`config.mk`:
```
export PLATFORM = sky130hd
export DESIGN_NAME = wpc_vram
export DESIGN_NICKNAME = d
export VERILOG_FILES = /design/src/rtl/core/wpc_pkg.sv /design/src/rtl/core/wpc_vram.sv
export SDC_FILE = /design/constraint.sdc
export NUM_CORES = 2
export LEC_CHECK = 0
export BUFFER_PORTS_ARGS = -buffer_cell sky130_fd_sc_hd__clkbuf_2
export CAP_MARGIN = 0
export CORE_ASPECT_RATIO = 1.4
export CORE_MARGIN = 2
export CORE_UTILIZATION = 60
export CTS_BUF_LIST = sky130_fd_sc_hd__clkbuf_16
export DETAILED_ROUTE_END_ITERATION = 10
export PLACE_DENSITY = 0.77
export SYNTH_ARGS = -nofsm -noshare
export SYNTH_HDL_FRONTEND = slang
export SYNTH_SLANG_ARGS = --single-unit
```
`constraint.sdc`:
```
create_clock -name i_clk -period 21.8 [get_ports i_clk]
set_input_delay 3.27 -clock i_clk [delete_from_list [all_inputs] [get_ports i_clk]]
set_output_delay 3.27 -clock i_clk [all_outputs]
set_load 0.01 [all_outputs]
```
`src/rtl/core/wpc_pkg.sv`:
```
// Shared types and constants of the window polygon clipper.
`timescale 1ns / 1ps

package wpc_pkg;

    localparam int NUM_ATTR  = 7;
    localparam int ATTR_W    = 32;
    localparam int ATTR_X    = 0;
    localparam int ATTR_Y    = 1;
    localparam int MIN_POLY  = 3;
    localparam int CFG_IDX_W = 8;

    localparam logic [CFG_IDX_W-1:0] REG_WIN_LEFT   = 8'd0;
    localparam logic [CFG_IDX_W-1:0] REG_WIN_RIGHT  = 8'd1;
    localparam logic [CFG_IDX_W-1:0] REG_WIN_TOP    = 8'd2;
    localparam logic [CFG_IDX_W-1:0] REG_WIN_BOTTOM = 8'd3;

    localparam logic signed [ATTR_W-1:0] WIN_LEFT_RST   = 32'sd0;
    localparam logic signed [ATTR_W-1:0] WIN_RIGHT_RST  = 32'sd41943040;
    localparam logic signed [ATTR_W-1:0] WIN_TOP_RST    = 32'sd0;
    localparam logic signed [ATTR_W-1:0] WIN_BOTTOM_RST = 32'sd31457280;

    // Attribute order: x, y, z, rhw, shade, u, v.
    typedef logic [NUM_ATTR-1:0][ATTR_W-1:0] t_vtx;

    typedef struct packed {
        logic                start;
        logic [ATTR_W:0]     num;
        logic [ATTR_W:0]     den;
    } t_div_req;

    typedef enum logic [3:0] {
        S_LOAD,
        S_START,
        S_PREV,
        S_NEXT,
        S_CUR,
        S_DSTART,
        S_DWAIT,
        S_LERP,
        S_WR,
        S_EMITB,
        S_ADV,
        S_PDONE,
        S_ERD,
        S_EOUT,
        S_REJ
    } t_state;

endpackage

```
`src/rtl/core/wpc_vram.sv`:
```
// Vertex memory with one write port and one registered read port.
`timescale 1ns / 1ps

module wpc_vram #(
    parameter int DEPTH = 16,
    parameter int AW    = 4
) (
    input  logic            i_clk,
    input  logic            i_we,
    input  logic [AW-1:0]   i_waddr,
    input  wpc_pkg::t_vtx   i_wdata,
    input  logic            i_re,
    input  logic [AW-1:0]   i_raddr,
    output wpc_pkg::t_vtx   o_rdata
);

    wpc_pkg::t_vtx r_mem [DEPTH];
    wpc_pkg::t_vtx r_rdata;

    always_ff @(posedge i_clk) begin
        if (i_we) begin
            r_mem[i_waddr] <= i_wdata;
        end
        if (i_re) begin
            r_rdata <= r_mem[i_raddr];
        end
    end

    assign o_rdata = r_rdata;

endmodule

```
==> flow_summary.ini <==
[pwr]
leakagePower_uw = 0.0508
p_clk_frac = 0.399
vdd.ir_drop.worst_mv = 0.104
combPwrFrac = 0.048
intPower_uw = 11900
powerDensity_nw_per_um2 = 94.9
power_frac_seq = 0.553
switching_power_uw = 3090
p_sw_frac = 0.206

[sta]
relSlewSlack = 0.236
rsz0062_at_grt = false
finalSetupTns_ns = 0
hold_viol_final = 0
max_freq_mhz = 131
finalClockSkew_ns = 0.0349
fin_crit_sh = 0.351
setup_violations = 0
final_max_slew_viol_count = 0
worstMarginPinSlew_ns = 1.15
min_period_ns = 7.66

[floorplan]
ios = 459
start_util = 0.604
die-area_um2 = 239000
die_y_um = 578
core_um2 = 234000
die_w_um = 414
rows = 210

[clock_network]
cts.sink_count = 3808
cts_resized = 0
cts_tree = yes
cts_htree_levels = 5
cts_buffer_depth = 4
cts_hold_buffers = 0
cts_setup_buffers = 0
numCtsBuffers = 344
clock_latency_ns = 0.89
clk_pin_slew_ns = 0.06
cts_root_buf = clkbuf_16

[yosys]
syn_nets = 6088
synth-async-reset-ratio = 0
synthFlopType = edfxtp_1
ys_types = 25
ys_warn_count = 0
synth_common_cells = 3,808 x edfxtp_1, 833 x mux4_2, 376 x a22oi_1
syn_area_um2 = 141000
synth.top_cell.area_share = 0.809
ys_seq_area_frac = 0.809
yosys.cell_count.top_type = edfxtp_1
synth-seq-cells = 3808
synth.largest_area_cell = edfxtp_1
synth_edf_count = 3808
ys_top_cells_by_area = edfxtp_1 81%, mux4_2 13%, a22oi_1 2.0%, mux2_2 0.93%, nand2_1 0.43%
avgSynthCellArea_um2 = 24.1
synth_cells = 5853

[critical_path]
start_kind = primary input
worstSetupPathType = primary input to flip-flop
cp_data_arrival_time_ns = 8.24
cp_data_required_time_ns = 22.38
cp_max_fo = 102
endpoint_kind = flip-flop

[finish]
multi_input_area_um2 = 25500
fill_cells = 13800
finish.utilization = 0.677
regArea_um2 = 114000
drive_gt1_frac = 0.305
nets = 6708
area_growth_pct = 12.1

[global_routing]
grt_antenna_before_repair = 63
grt_util_all_layers = 0.282
grt_pass1_wl_um = 485000
overflow = 0
grt_pass1_vias = 69300
grt_max_degree = 138

[route]
num_vias = 67000
firstDrtPassIters = 5
drt_wl_total_um = 336000
final_antenna_net_count = 0
drtIter0Drc = 8645
wl_per_cell_um = 34.1
drcViolationCount = 0
vias_per_cell = 6.80

[worst_hold_path]
hp-class = flip-flop to flip-flop

[place]
dp_hpwl_um = 160000
port_buffers = 458
routabilityCongestion = 0.746

[run_status]
status = complete, no violations

[job]
maxCapViolCount = 0
## cells by family after synthesis
| family | Yosys count | share of synthesized area |
|---|---|---|
| AO/OA/AOI/OAI | 478 | 0.0255 |
| buffers and inverters | 312 | 0.0116 |
| flip-flops | 3808 | 0.809 |
| multiplexers | 992 | 0.145 |
| AND/OR/NAND/NOR | 263 | 0.00850 |
## registers in the layout, summed over array words and instances (netlist names)
signal / cells
o_rdata: 224
r_mem: 3584
## per-stage QoR
stage	setup slack (ns)	total power, uW	area, um2	instances	hold slack, ns
2_1_floorplan	1.86	8890	141000	5853	0.710
3_3_place_gp	13.15	9140	147000	9201	0.721
3_5_place_dp	13.11	9180	147000	9201	0.728
4_1_cts	13.93	15100	158000	9821	0.742
5_1_grt	13.60	15400	158000	9832	0.764
6_report	14.14	15000	158000	9846	0.742
## power groups by stage
stage | registers (uW) | clock network [uW] | logic (uW)
floorplan | 8490 | 0 | 397
global placement | 8450 | 0 | 693
detailed placement | 8460 | 0 | 713
CTS | 8310 | 6070 | 721
global route | 8320 | 6330 | 765
finish | 8310 | 6000 | 715
## path summary, 6_finish.rpt
path	end	slack, ns	startpoint	cells past startpoint
worst max-delay path	o_rdata[165]	14.14	i_raddr[0]	8
worst max register to register	o_rdata[223]	20.01	r_mem[7][223]	3
worst min register to register	o_rdata[182]	0.74	r_mem[6][182]	3
worst min-delay path	o_rdata[182]	0.74	r_mem[6][182]	3
## layout make-up
class	instances	area share
Antenna cell	25	0.000395
Timing Repair Buffer	586	0.0220
Clock inverter	266	0.0144
Multi-Input combinational cell	1733	0.161
Clock buffer	354	0.0559
Sequential cell	3808	0.722
Tap cell	3074	0.0243
## worst max-delay path: stages
cell     delay (ns)
buf_12         0.51
buf_4          0.77
buf_4          0.87
buf_4          0.78
buf_4          0.86
mux4_2         0.66
a22oi_1        0.18
nand2_1        0.13
## cell usage in the layout (no fill, tap or decap), types with 2 or more instances in the layout
| master | Yosys | layout |
|---|---|---|
| edfxtp_1 | 3808 | 3808 |
| buf_12 | 0 | 16 |
| buf_4 | 81 | 114 |
| o221ai_1 | 39 | 39 |
| a22oi_1 | 376 | 376 |
| nor3_2 | 0 | 4 |
| clkbuf_2 | 0 | 453 |
| inv_1 | 0 | 60 |
| mux2_2 | 117 | 117 |
| nor2_4 | 0 | 14 |
| clkinv_2 | 0 | 74 |
| o22a_1 | 9 | 9 |
| nand2b_1 | 28 | 28 |
| inv_16 | 0 | 3 |
| clkinvlp_4 | 0 | 10 |
| bufinv_16 | 0 | 38 |
| nand3b_1 | 2 | 2 |
| mux4_2 | 833 | 833 |
| diode_2 | 0 | 25 |
| nor2b_4 | 0 | 5 |
| clkinv_1 | 0 | 66 |
| nor2b_1 | 45 | 39 |
| clkbuf_16 | 0 | 354 |
| clkinv_8 | 0 | 3 |
| a221oi_1 | 24 | 24 |
| buf_8 | 0 | 3 |
| o21ai_0 | 30 | 30 |
| inv_6 | 0 | 11 |
| mux2i_1 | 42 | 42 |
| nand2_1 | 163 | 163 |
## metal layers
| metal | track usage | part of all wire | up-vias |
|---|---|---|---|
| met5 | 0 | 0.00098 | - |
| met4 | 0.0859 | 0.027 | 56 |
| met3 | 0.0624 | 0.11 | 649 |
| met2 | 0.458 | 0.50 | 4136 |
| met1 | 0.390 | 0.36 | 35700 |
| li1 | - | - | 26400 |
(Power assumes the default switching activity.)
