===== config.mk =====
export PLATFORM = sky130hd
export DESIGN_NAME = wpc_div
export DESIGN_NICKNAME = d
export VERILOG_FILES = /design/src/rtl/core/wpc_pkg.sv /design/src/rtl/core/wpc_div.sv
export SDC_FILE = /design/constraint.sdc
export NUM_CORES = 1
export LEC_CHECK = 0
export ABC_AREA = 1
export BUFFER_PORTS_ARGS = -buffer_cell sky130_fd_sc_hd__clkbuf_2
export CELL_PAD_IN_SITES_DETAIL_PLACEMENT = 1
export CELL_PAD_IN_SITES_GLOBAL_PLACEMENT = 1
export CORE_ASPECT_RATIO = 0.9
export CORE_MARGIN = 2
export CORE_UTILIZATION = 40
export DETAILED_ROUTE_END_ITERATION = 16
export PLACE_DENSITY_LB_ADDON = 0.1
export SLEW_MARGIN = 20
export SYNTH_ARGS = -nofsm -noshare
export SYNTH_HDL_FRONTEND = slang
export SYNTH_SLANG_ARGS = --single-unit

===== constraint.sdc =====
create_clock -name i_clk -period 7.8 [get_ports i_clk]
set_input_delay 1.17 -clock i_clk [delete_from_list [all_inputs] [get_ports i_clk]]
set_output_delay 1.17 -clock i_clk [all_outputs]
set_load 0.02 [all_outputs]

===== src/rtl/core/wpc_pkg.sv =====
// Shared types and constants of the window polygon clipper.
`timescale 1ns / 1ps

package wpc_pkg;

    localparam int NUM_ATTR  = 7;
    localparam int ATTR_W    = 32;
    localparam int ATTR_X    = 0;
    localparam int ATTR_Y    = 1;
    localparam int MIN_POLY  = 3;
    localparam int CFG_IDX_W = 8;

    localparam logic [CFG_IDX_W-1:0] REG_WIN_LEFT   = 8'd0;
    localparam logic [CFG_IDX_W-1:0] REG_WIN_RIGHT  = 8'd1;
    localparam logic [CFG_IDX_W-1:0] REG_WIN_TOP    = 8'd2;
    localparam logic [CFG_IDX_W-1:0] REG_WIN_BOTTOM = 8'd3;

    localparam logic signed [ATTR_W-1:0] WIN_LEFT_RST   = 32'sd0;
    localparam logic signed [ATTR_W-1:0] WIN_RIGHT_RST  = 32'sd41943040;
    localparam logic signed [ATTR_W-1:0] WIN_TOP_RST    = 32'sd0;
    localparam logic signed [ATTR_W-1:0] WIN_BOTTOM_RST = 32'sd31457280;

    // Attribute order: x, y, z, rhw, shade, u, v.
    typedef logic [NUM_ATTR-1:0][ATTR_W-1:0] t_vtx;

    typedef struct packed {
        logic                start;
        logic [ATTR_W:0]     num;
        logic [ATTR_W:0]     den;
    } t_div_req;

    typedef enum logic [3:0] {
        S_LOAD,
        S_START,
        S_PREV,
        S_NEXT,
        S_CUR,
        S_DSTART,
        S_DWAIT,
        S_LERP,
        S_WR,
        S_EMITB,
        S_ADV,
        S_PDONE,
        S_ERD,
        S_EOUT,
        S_REJ
    } t_state;

endpackage


===== src/rtl/core/wpc_div.sv =====
// Bit-serial divider for the clip factor, limited to one.
`timescale 1ns / 1ps

module wpc_div #(
    parameter int FRAC = 16
) (
    input  logic              i_clk,
    input  logic              i_rst_n,
    input  wpc_pkg::t_div_req i_req,
    output logic              o_done,
    output logic [FRAC:0]     o_t
);

    localparam int DW = wpc_pkg::ATTR_W + 1;
    localparam int CNTW = $clog2(FRAC + 1);

    logic            r_busy;
    logic            r_done;
    logic [CNTW-1:0] r_cnt;
    logic [DW-1:0]   r_rem;
    logic [DW-1:0]   r_den;
    logic [FRAC:0]   r_q;
    logic [DW:0]     rem2;

    assign rem2 = {r_rem, 1'b0};

    always_ff @(posedge i_clk) begin
        if (!i_rst_n) begin
            r_busy <= 1'b0;
            r_done <= 1'b0;
        end else begin
            r_done <= 1'b0;
            if (i_req.start) begin
                if (i_req.den == '0) begin
                    r_q    <= '0;
                    r_done <= 1'b1;
                end else if (i_req.num >= i_req.den) begin
                    r_q    <= {1'b1, {FRAC{1'b0}}};
                    r_done <= 1'b1;
                end else begin
                    r_rem  <= i_req.num;
                    r_den  <= i_req.den;
                    r_q    <= '0;
                    r_cnt  <= CNTW'(FRAC);
                    r_busy <= 1'b1;
                end
            end else if (r_busy) begin
                if (rem2 >= {1'b0, r_den}) begin
                    r_rem <= DW'(rem2 - {1'b0, r_den});
                    r_q   <= {r_q[FRAC-1:0], 1'b1};
                end else begin
                    r_rem <= rem2[DW-1:0];
                    r_q   <= {r_q[FRAC-1:0], 1'b0};
                end
                r_cnt <= r_cnt - 1'b1;
                if (r_cnt == CNTW'(1)) begin
                    r_busy <= 1'b0;
                    r_done <= 1'b1;
                end
            end
        end
    end

    assign o_done = r_done;
    assign o_t    = r_q;

endmodule


==> impl_metrics.csv, run 1 <==
group,metric,value,unit
setup_path,rrSetupSlack,4480,ps
place,place_ws,3850,ps
power_and_ir_drop,p_int,0.990,mW
setup_path,r2r-end,"r_rem[30]",
place,io_buffers,86,
setup_path,r2r_start,"r_rem[20]",
routing,ant_nets,0,
clock_network,cts_buffers,9,
clock_network,cts.sinks,90,
cells_and_area,fillers,2413,
routing,wire_per_inst,16.9,µm
power_and_ir_drop,power.switching,0.602,mW
yosys,syn_inst,1083,
cells_and_area,nets,1304,
routing,wl,23.9,mm
place,place_area,0.00827,mm²
sta,relSlewSlack,0.337,
yosys,syn-num-nets,1221,
floorplanning,num_rows,47,
routing,vias,7066,
cells_and_area,area_growth,13.2,%
yosys,synth_area_leaders,"edfxtp_1 35%, nand2_1 19%, ha_1 11%",
cells_and_area,most-common-layout-cells,"392 x nand2_1, 206 x inv_1, 88 x edfxtp_1",
sta,setup_viol,0,
place,place_inst,1400,
setup_path,required,7800,ps
min_path,hold_path.class,"flip-flop to flip-flop",
yosys,netlist.area_leader.share,0.349,
sta,worstMarginPinSlew,994,ps
sta,slew_viol_final,0,
clock_network,cts-resized-gates,0,
routing,drtIter0Drc,381,
clock_network,holdBufCountCts,0,
cells_and_area,drive_above_1_share,0.121,
routing,drtPass1Iterations,4,
floorplanning,die_area,0.0201,mm²
setup_path,r2r_cells,15,
setup_path,cp-end-kind,"flip-flop",
power_and_ir_drop,power_frac_clock,0.284,
clock_network,clk_pin_slew,80,ps
routing,drc,0,
min_path,hold_depth,2,
grt,grt_usage,0.249,
place,dp_hpwl,19.3,mm
sta,clock_skew,9.57,ps
yosys,yosysUniqueCellTypes,40,
sta,rsz0062_at_grt,"no",
grt,gr-total-overflow,0,
setup_path,cp_max_fo,56,
sta,post-route-period-util,0.451,
yosys,synth_edf_count,88,
sta,fin_ws,4280,ps
floorplanning,dieWidth,149,µm
clock_network,clk_latency,360,ps
yosys,yosys.area.top_type,"edfxtp_1",
min_path,hp-start,"r_busy",
grt,antenna_found_initial,0,
power_and_ir_drop,power_leakage,4.55,nW
setup_path,cp_common_cell,"buf_4",
sta,whs,478,ps
clock_network,clockBufferDepth,2,
cells_and_area,n_antenna_cell,0,
setup_path,arrival,3520,ps
grt,grt_pass1_wl,38.4,mm
clock_network,postCtsSetupRepairBufs,0,
sta,finalHoldViolations,0,
clock_network,h-tree-depth,3,
yosys,ys_seq_area_frac,0.354,
yosys,ys.flop_type,"edfxtp_1",
floorplanning,io_pins,87,
floorplanning,fp.coreArea,0.0185,mm²
yosys,yosysWarningCount,0,
yosys,synthArstFlopShare,0,
setup_path,path_class,"primary input to flip-flop",
setup_path,cp_slowest_cell,"a21oi_2",
cells_and_area,multi_input_area,0.00402,mm²
setup_path,path_cells,"clkbuf_2 > buf_4 > inv_1 > a21oi_2 > a21boi_4 > buf_4",
grt,grt_pass1_vias,7288,
grt,grt_start_max_net_pins,57,
power_and_ir_drop,swShare,0.378,
routing,avgViaCountPerCell,4.99,
cells_and_area,post-route-util,0.464,
sta,fmax,284,MHz
cells_and_area,layout_commonest_cell,"nand2_1",
cells_and_area,register_area,0.00268,mm²
power_and_ir_drop,combPwrFrac,0.340,
floorplanning,die_h,135,µm
clock_network,cts_tree,"yes",
yosys,netlist_area,0.00758,mm²
floorplanning,start_util,0.410,
cells_and_area,final_area,0.00858,mm²
clock_network,clockRootBuffer,"clkbuf_16",
setup_path,cpPeakStageDelay,780,ps
min_path,holdPathEnd,"o_done",
sta,fin_setup_tns,0,ps
sta,period_minus_slack,3520,ps
setup_path,start_kind,"primary input",
power_and_ir_drop,seqPwrFrac,0.376,
power_and_ir_drop,irDropWorstVdd,0.112,mV
flow_run,drv_cap,0,
cells_and_area,final_cells,1416,
yosys,syn_area_per_cell,7.00,µm²
yosys,ys_ff_latch,90,
power_and_ir_drop,p_per_area,186,mW/mm²
power_and_ir_drop,total_power,1.59,mW
place,place.gp.congestion,0.835,
run_status,status,"finished, final reports clean",
## registers in the layout, summed over array words and instances (netlist names)
name	cells
r_cnt	5
r_den	33
o_done	1
r_busy	1
r_rem	33
o_t	17
## synth_stat cells (2+ instances only)
library cell and number:
nand2_1 392, inv_1 206, edfxtp_1 88, nor2_1 84
nand3_1 70, ha_1 68, a21oi_1 36, nand3b_1 24
nand4_1 15, xnor2_1 14, nor3_1 10, o21ai_0 10
clkbuf_1 7, inv_2 7, nor2_2 7, nand2_2 5
buf_2 4, buf_1 3, buf_4 3, nor2_4 3
o21a_1 3, or2_2 3, dfxtp_1 2, nand2_4 2
o21bai_1 2
## cells by family (layout without fill, tap and decap cells)
family	Yosys count	count (layout)	synth area share
flops	90	90	0.354
fa+ha+maj	69	69	0.115
buf+inv	232	320	0.118
compound gates	54	54	0.0386
xor+xnor	15	15	0.0173
simple gates	623	623	0.357
## cell type report
class,instances,area share
inverter,214,0.0937
multi-input combinational,761,0.469
timing repair buffer,90,0.0537
clock inverter,7,0.00919
clock buffer,9,0.0263
tap,245,0.0357
sequential,90,0.313
## power groups by stage
stage | combinational [mW] | clock (mW) | sequential (mW)
after global placement | 0.526 | 0 | 0.608
after floorplan | 0.367 | 0 | 0.613
after CTS | 0.543 | 0.464 | 0.598
final | 0.542 | 0.453 | 0.598
after global routing | 0.615 | 0.474 | 0.603
after detailed placement | 0.539 | 0 | 0.609
## worst max-delay path, delay by kind of cell
family                 cells  cell delay [ps]
buffers and inverters      4             1220
AOI/OAI and AO/OA          2             1070
## worst max path at each step
| stage | from | endpoint | slack [ps] | depth (start not counted) |
|---|---|---|---|---|
| 5_1_grt | i_req[66] | r_rem[9] | 4040 | 6 |
| 2_1_floorplan | i_req[66] | r_cnt[0] | 2000 | 4 |
| 3_3_place_gp | i_req[66] | r_rem[13] | 3900 | 6 |
| 3_5_place_dp | i_req[66] | r_rem[12] | 3850 | 6 |
| 4_1_cts | i_req[66] | r_rem[9] | 4240 | 6 |
| 6_report | i_req[66] | r_rem[13] | 4280 | 6 |
## routing by layer
metal / vias up / global-route usage / share of wire
met5: - / 0 / 0
met4: 0 / 0.0476 / 0.010
met2: 135 / 0.399 / 0.44
met1: 3345 / 0.366 / 0.50
li1: 3569 / - / -
met3: 17 / 0.0304 / 0.044
No activity file was read; power rests on OpenSTA's default activity.
==> inputs of run 2 (changes only) <==
Clock period 7.8 ns to 3.4 ns, I/O delays scaled along.
==> run 2 against run 1 <==
Flip-flop and latch count unchanged. Combinational power increased by 130%. Clock-buffer cell count unchanged. Final cell count increased by 0.35%. Critical path type unchanged. Critical endpoint is now r_den[14]. Largest cell class unchanged.
==> impl_metrics.csv, run 2 (same netlist as run 1, synthesis figures left out) <==
group,metric,value,unit
run_status,status,"finished, final reports clean",
sta,fin_setup_tns,0,ps
sta,fin_ws,607,ps
cells_and_area,area_growth,14.1,%
sta,period_minus_slack,2790,ps
setup_path,arrival,2800,ps
routing,drtPass1Iterations,5,
setup_path,cp-end-kind,"flip-flop",
clock_network,clk_pin_slew,80,ps
routing,wl,24.2,mm
clock_network,postCtsSetupRepairBufs,0,
floorplanning,io_pins,87,
clock_network,clk_latency,350,ps
sta,post-route-period-util,0.822,
grt,antenna_found_initial,0,
clock_network,cts_tree,"yes",
routing,vias,7034,
routing,wire_per_inst,17.0,µm
place,place.gp.congestion,0.845,
setup_path,r2r_start,"r_rem[28]",
grt,grt_pass1_wl,38.9,mm
setup_path,path_class,"primary input to flip-flop",
floorplanning,die_area,0.0201,mm²
cells_and_area,n_antenna_cell,0,
clock_network,h-tree-depth,3,
sta,slew_viol_final,0,
setup_path,cp-startpoint,"i_req[30]",
cells_and_area,layout_commonest_cell,"nand2_1",
clock_network,clockBufferDepth,2,
power_and_ir_drop,p_per_area,428,mW/mm²
sta,finalHoldViolations,0,
floorplanning,fp.coreArea,0.0185,mm²
clock_network,clockRootBuffer,"clkbuf_16",
min_path,hold_path.class,"primary input to flip-flop",
place,dp_hpwl,19.9,mm
routing,drtIter0Drc,352,
clock_network,cts-resized-gates,0,
floorplanning,die_h,135,µm
cells_and_area,nets,1309,
clock_network,cts_buffers,9,
place,io_buffers,86,
sta,relSlewSlack,0.574,
floorplanning,dieWidth,149,µm
setup_path,cp_max_fo,24,
sta,clock_skew,9.17,ps
routing,avgViaCountPerCell,4.95,
power_and_ir_drop,power_leakage,4.59,nW
cells_and_area,post-route-util,0.468,
clock_network,cts.sinks,90,
sta,rsz0062_at_grt,"no",
power_and_ir_drop,irDropWorstVdd,0.239,mV
power_and_ir_drop,total_power,3.70,mW
sta,fmax,358,MHz
sta,setup_viol,0,
setup_path,required,3410,ps
floorplanning,start_util,0.410,
sta,whs,347,ps
grt,gr-total-overflow,0,
min_path,hp-start,"i_req[19]",
grt,grt_start_max_net_pins,56,
routing,ant_nets,0,
clock_network,holdBufCountCts,0,
cells_and_area,drive_above_1_share,0.125,
cells_and_area,most-common-layout-cells,"392 x nand2_1, 206 x inv_1, 88 x edfxtp_1",
floorplanning,num_rows,47,
setup_path,start_kind,"primary input",
routing,drc,0,
grt,grt_pass1_vias,7473,
sta,worstMarginPinSlew,639,ps
grt,grt_usage,0.252,
place,place_ws,219,ps
flow_run,drv_cap,0,
==> run 2: cell type report <==
type / instances / area [µm²]
fill: 2437 / 9820
sequential: 90 / 2680
timing repair buffer: 95 / 510
tap: 245 / 307
clock inverter: 7 / 87.6
inverter: 214 / 803
clock buffer: 9 / 225
multi-input combinational: 761 / 4030
==> run 2: critical path: stages <==
cell and delay (ps):
clkbuf_2 90, inv_1 200, ha_1 290, a21oi_1 150, o21ai_0 90, a21oi_1 340, nand2_1 100, nor2_1 130
nand3_1 270, nor3_4 220, buf_4 380
==> run 2: stage by stage <==
stage | instance area (µm²) | instances
global placement | 8330 | 1405
detailed placement | 8330 | 1405
finish | 8640 | 1421
global route | 8640 | 1421
floorplan | 7580 | 1083
CTS | 8640 | 1421
==> run 2: final timing paths <==
check                           slack [ps]         to  cells after the start
worst max-delay path                   610  r_den[14]                     11
worst max register to register         750  r_rem[29]                     11
worst min register to register         540     o_done                      2
worst min-delay path                   350  r_den[19]                      1
==> run 2: per-layer routing <==
layer / vias to the layer above / wire [µm] / global-route usage
met1: 3319 / 11900 / 0.355
met3: 18 / 1080 / 0.0412
met4: 0 / 438 / 0.0651
met5: - / 0 / 0
li1: 3567 / - / -
met2: 130 / 10800 / 0.403
==> run 2: power breakdown <==
group / total [mW] / switching, mW / leakage, nW / internal [mW]
combinational: 1.25 / 0.832 / 3.59 / 0.418
clock: 1.08 / 0.486 / 0.155 / 0.590
sequential: 1.37 / 0.0400 / 0.844 / 1.33
total: 3.70 / 1.36 / 4.59 / 2.34
==> inputs of run 3 (changes only) <==
Settings changed: ABC_AREA 1 to 0.
Clock period 3.4 ns to 2.85 ns, I/O delays scaled along.
==> run 3 against run 2 <==
The flow now finishes with violations (negative setup slack). First-iteration DRC count is 16% higher. Flip-flop and latch count stayed put. Global-route usage shrank 1.1 points. Worst hold slack worse by 85 ps. Sequential power rose by 22%. Final cell count down 25%. Core utilization increased by 9.3 points. Sequential share of layout area decreased by 1.5 points. Highest routed layer unchanged.
==> impl_metrics.csv, run 3 <==
group,metric,value,unit
run_status,status,"finished with violations",
run_status,violations,"negative setup slack",
floorplanning,start_util,0.409,
routing,ant_nets,0,
setup_path,cp-end-kind,"flip-flop",
min_path,holdPathEnd,"r_den[9]",
power_and_ir_drop,swShare,0.355,
power_and_ir_drop,combPwrFrac,0.400,
grt,met1_usage,0.320,
cells_and_area,drive_above_1_share,0.382,
yosys,synthArstFlopShare,0,
power_and_ir_drop,irDropWorstVdd,0.326,mV
cells_and_area,register_area,0.00268,mm²
sta,setup_viol,29,
yosys,synth_commonest_cells,"88 x edfxtp_1, 78 x inv_1, 68 x ha_1",
cells_and_area,area_growth,37.2,%
place,dp_hpwl,15.9,mm
routing,drtPass1Iterations,5,
setup_path,cp_slowest_cell,"edfxtp_1",
yosys,yosysMostFrequentCell,"edfxtp_1",
routing,avgViaCountPerCell,5.65,
setup_path,r2r_start,"r_den[0]",
sta,finalHoldViolations,0,
place,place_inst,1018,
grt,grt_pass1_wl,33.5,mm
cells_and_area,n_antenna_cell,0,
grt,grt_use_met3,0.0373,
yosys,ys_ff_latch,90,
sta,rsz0062_at_grt,"yes",
yosys,syn-num-nets,807,
yosys,yosysUniqueCellTypes,62,
sta,period_minus_slack,3000,ps
power_and_ir_drop,total_power,4.88,mW
grt,grt_usage,0.240,
place,place_area,0.00792,mm²
cells_and_area,nets,989,
clock_network,clk_pin_slew,80,ps
sta,clock_skew,11.3,ps
grt,gr-total-overflow,0,
min_path,hp-start,"i_req[9]",
clock_network,holdBufCountCts,0,
cells_and_area,most-common-layout-cells,"92 x buf_4, 88 x edfxtp_1, 86 x clkbuf_2",
yosys,syn_area_per_cell,9.90,µm²
power_and_ir_drop,power_leakage,4.03,nW
sta,fin_ws,-146,ps
yosys,synth_edf_count,88,
setup_path,cp_max_fo,5,
power_and_ir_drop,power.switching,1.73,mW
sta,slew_viol_final,0,
cells_and_area,final_area,0.00909,mm²
sta,post-route-period-util,1.05,
power_and_ir_drop,p_per_area,537,mW/mm²
clock_network,clockBufferDepth,2,
setup_path,path_cells,"fa_2 > nor2b_4 > o2111ai_4 > a311oi_4 > nor4_4 > buf_4 > o221ai_4 > buf_6 > mux2_4 > mux2_2",
routing,vias,6008,
flow_run,drv_cap,0,
setup_path,rrSetupSlack,-150,ps
grt,grt_use_met2,0.412,
sta,fmax,334,MHz
cells_and_area,final_cells,1063,
setup_path,required,2970,ps
routing,wire_per_inst,21.1,µm
clock_network,clockRootBuffer,"clkbuf_16",
yosys,ys.flop_type,"edfxtp_1",
setup_path,cpPeakStageDelay,450,ps
power_and_ir_drop,power_frac_clock,0.258,
floorplanning,fp.coreArea,0.0162,mm²
clock_network,cts_tree,"yes",
power_and_ir_drop,p_int,3.15,mW
floorplanning,io_pins,87,
yosys,netlist.area_leader.share,0.399,
sta,worstMarginPinSlew,625,ps
yosys,yosys.area.top_type,"edfxtp_1",
routing,wl,22.4,mm
yosys,netlist_area,0.00662,mm²
grt,busiest_layer,"met2",
yosys,ys_seq_area_frac,0.405,
min_path,hold_depth,1,
cells_and_area,multi_input_area,0.00413,mm²
floorplanning,die_area,0.0176,mm²
grt,grt_pass1_vias,6337,
power_and_ir_drop,seqPwrFrac,0.342,
min_path,hold_path.class,"primary input to flip-flop",
floorplanning,num_rows,44,
place,place.gp.congestion,0.858,
yosys,synth_area_leaders,"edfxtp_1 40%, ha_1 13%, a21oi_1 4.5%",
sta,relSlewSlack,0.583,
cells_and_area,layout_commonest_cell,"buf_4",
setup_path,path_class,"flip-flop to flip-flop",
floorplanning,dieWidth,140,µm
floorplanning,die_h,126,µm
place,io_buffers,86,
setup_path,r2r-end,"r_rem[4]",
clock_network,cts.sinks,90,
clock_network,cts_buffers,9,
setup_path,arrival,3110,ps
cells_and_area,fillers,1793,
grt,antenna_found_initial,0,
clock_network,h-tree-depth,3,
grt,grt_start_max_net_pins,42,
routing,drtIter0Drc,410,
yosys,yosysWarningCount,0,
yosys,syn_inst,669,
place,place_ws,-203,ps
routing,drc,0,
setup_path,start_kind,"flip-flop",
clock_network,clk_latency,360,ps
setup_path,r2r_cells,10,
run 3: cells by family (layout without fill, tap and decap cells):
kind of cell    after synthesis  count (layout)  share of synthesized area
simple gates                177             177                      0.140
mux                          29              29                     0.0501
flops                        90              90                      0.405
buf+inv                     101             288                     0.0616
fa+ha+maj                    69              69                      0.131
xor+xnor                     29              29                     0.0384
compound gates              174             174                      0.174
run 3: worst max-delay path by stage:
stage | start | end | slack [ps] | cells after the start
finish | r_den[0] | r_rem[4] | -150 | 10
global route | r_rem[5] | r_rem[12] | -230 | 12
CTS | r_den[0] | r_rem[32] | -70 | 11
detailed placement | r_rem[8] | r_rem[28] | -200 | 11
global placement | r_rem[0] | r_rem[27] | -80 | 10
floorplan | i_req[10] | r_cnt[0] | 2 | 10
run 3: cell type report:
cell class / count / area share
Tap cell: 207 / 0.0285
Clock buffer: 9 / 0.0248
Multi-Input combinational cell: 478 / 0.455
Timing Repair Buffer: 194 / 0.155
Sequential cell: 90 / 0.295
Clock inverter: 7 / 0.00923
Inverter: 78 / 0.0322
run 3: critical path, delay by kind of cell (launching register included):
kind	cells	cell delay, ps
AND/OR/NAND/NOR	2	260
adder cells (fa/ha/maj)	1	440
flip-flops	1	450
AO/OA/AOI/OAI	3	720
multiplexers	2	550
buffers and inverters	2	330
run 3: through the flow:
step / setup TNS [ps] / hold WS [ps] / util
after global routing: -5560 / 257 / 0.561
after global placement: -2030 / 465 / 0.489
after detailed placement: -9270 / 479 / 0.489
after floorplan: 0 / 457 / -
after CTS: -250 / 246 / 0.524
final: -2670 / 262 / 0.561
run 3: per-layer routing:
layer,vias up,share of wire
met3,33,0.042
li1,2825,-
met5,-,0
met4,0,0.023
met1,3013,0.45
met2,137,0.49
run 3: power by group through the flow:
stage / Sequential (mW) / Combinational, mW / Clock (mW)
floorplan: 1.68 / 0.964 / 0
global placement: 1.67 / 1.49 / 0
detailed placement: 1.68 / 1.56 / 0
CTS: 1.65 / 1.67 / 1.29
global route: 1.68 / 2.10 / 1.33
finish: 1.67 / 1.95 / 1.26
run 3: repair_timing:
action                     CTS  global route
pin swaps                   22            24
resized for setup           29            84
buffers inserted            10            14
cloned                       0             6
setup endpoints to repair   31            34
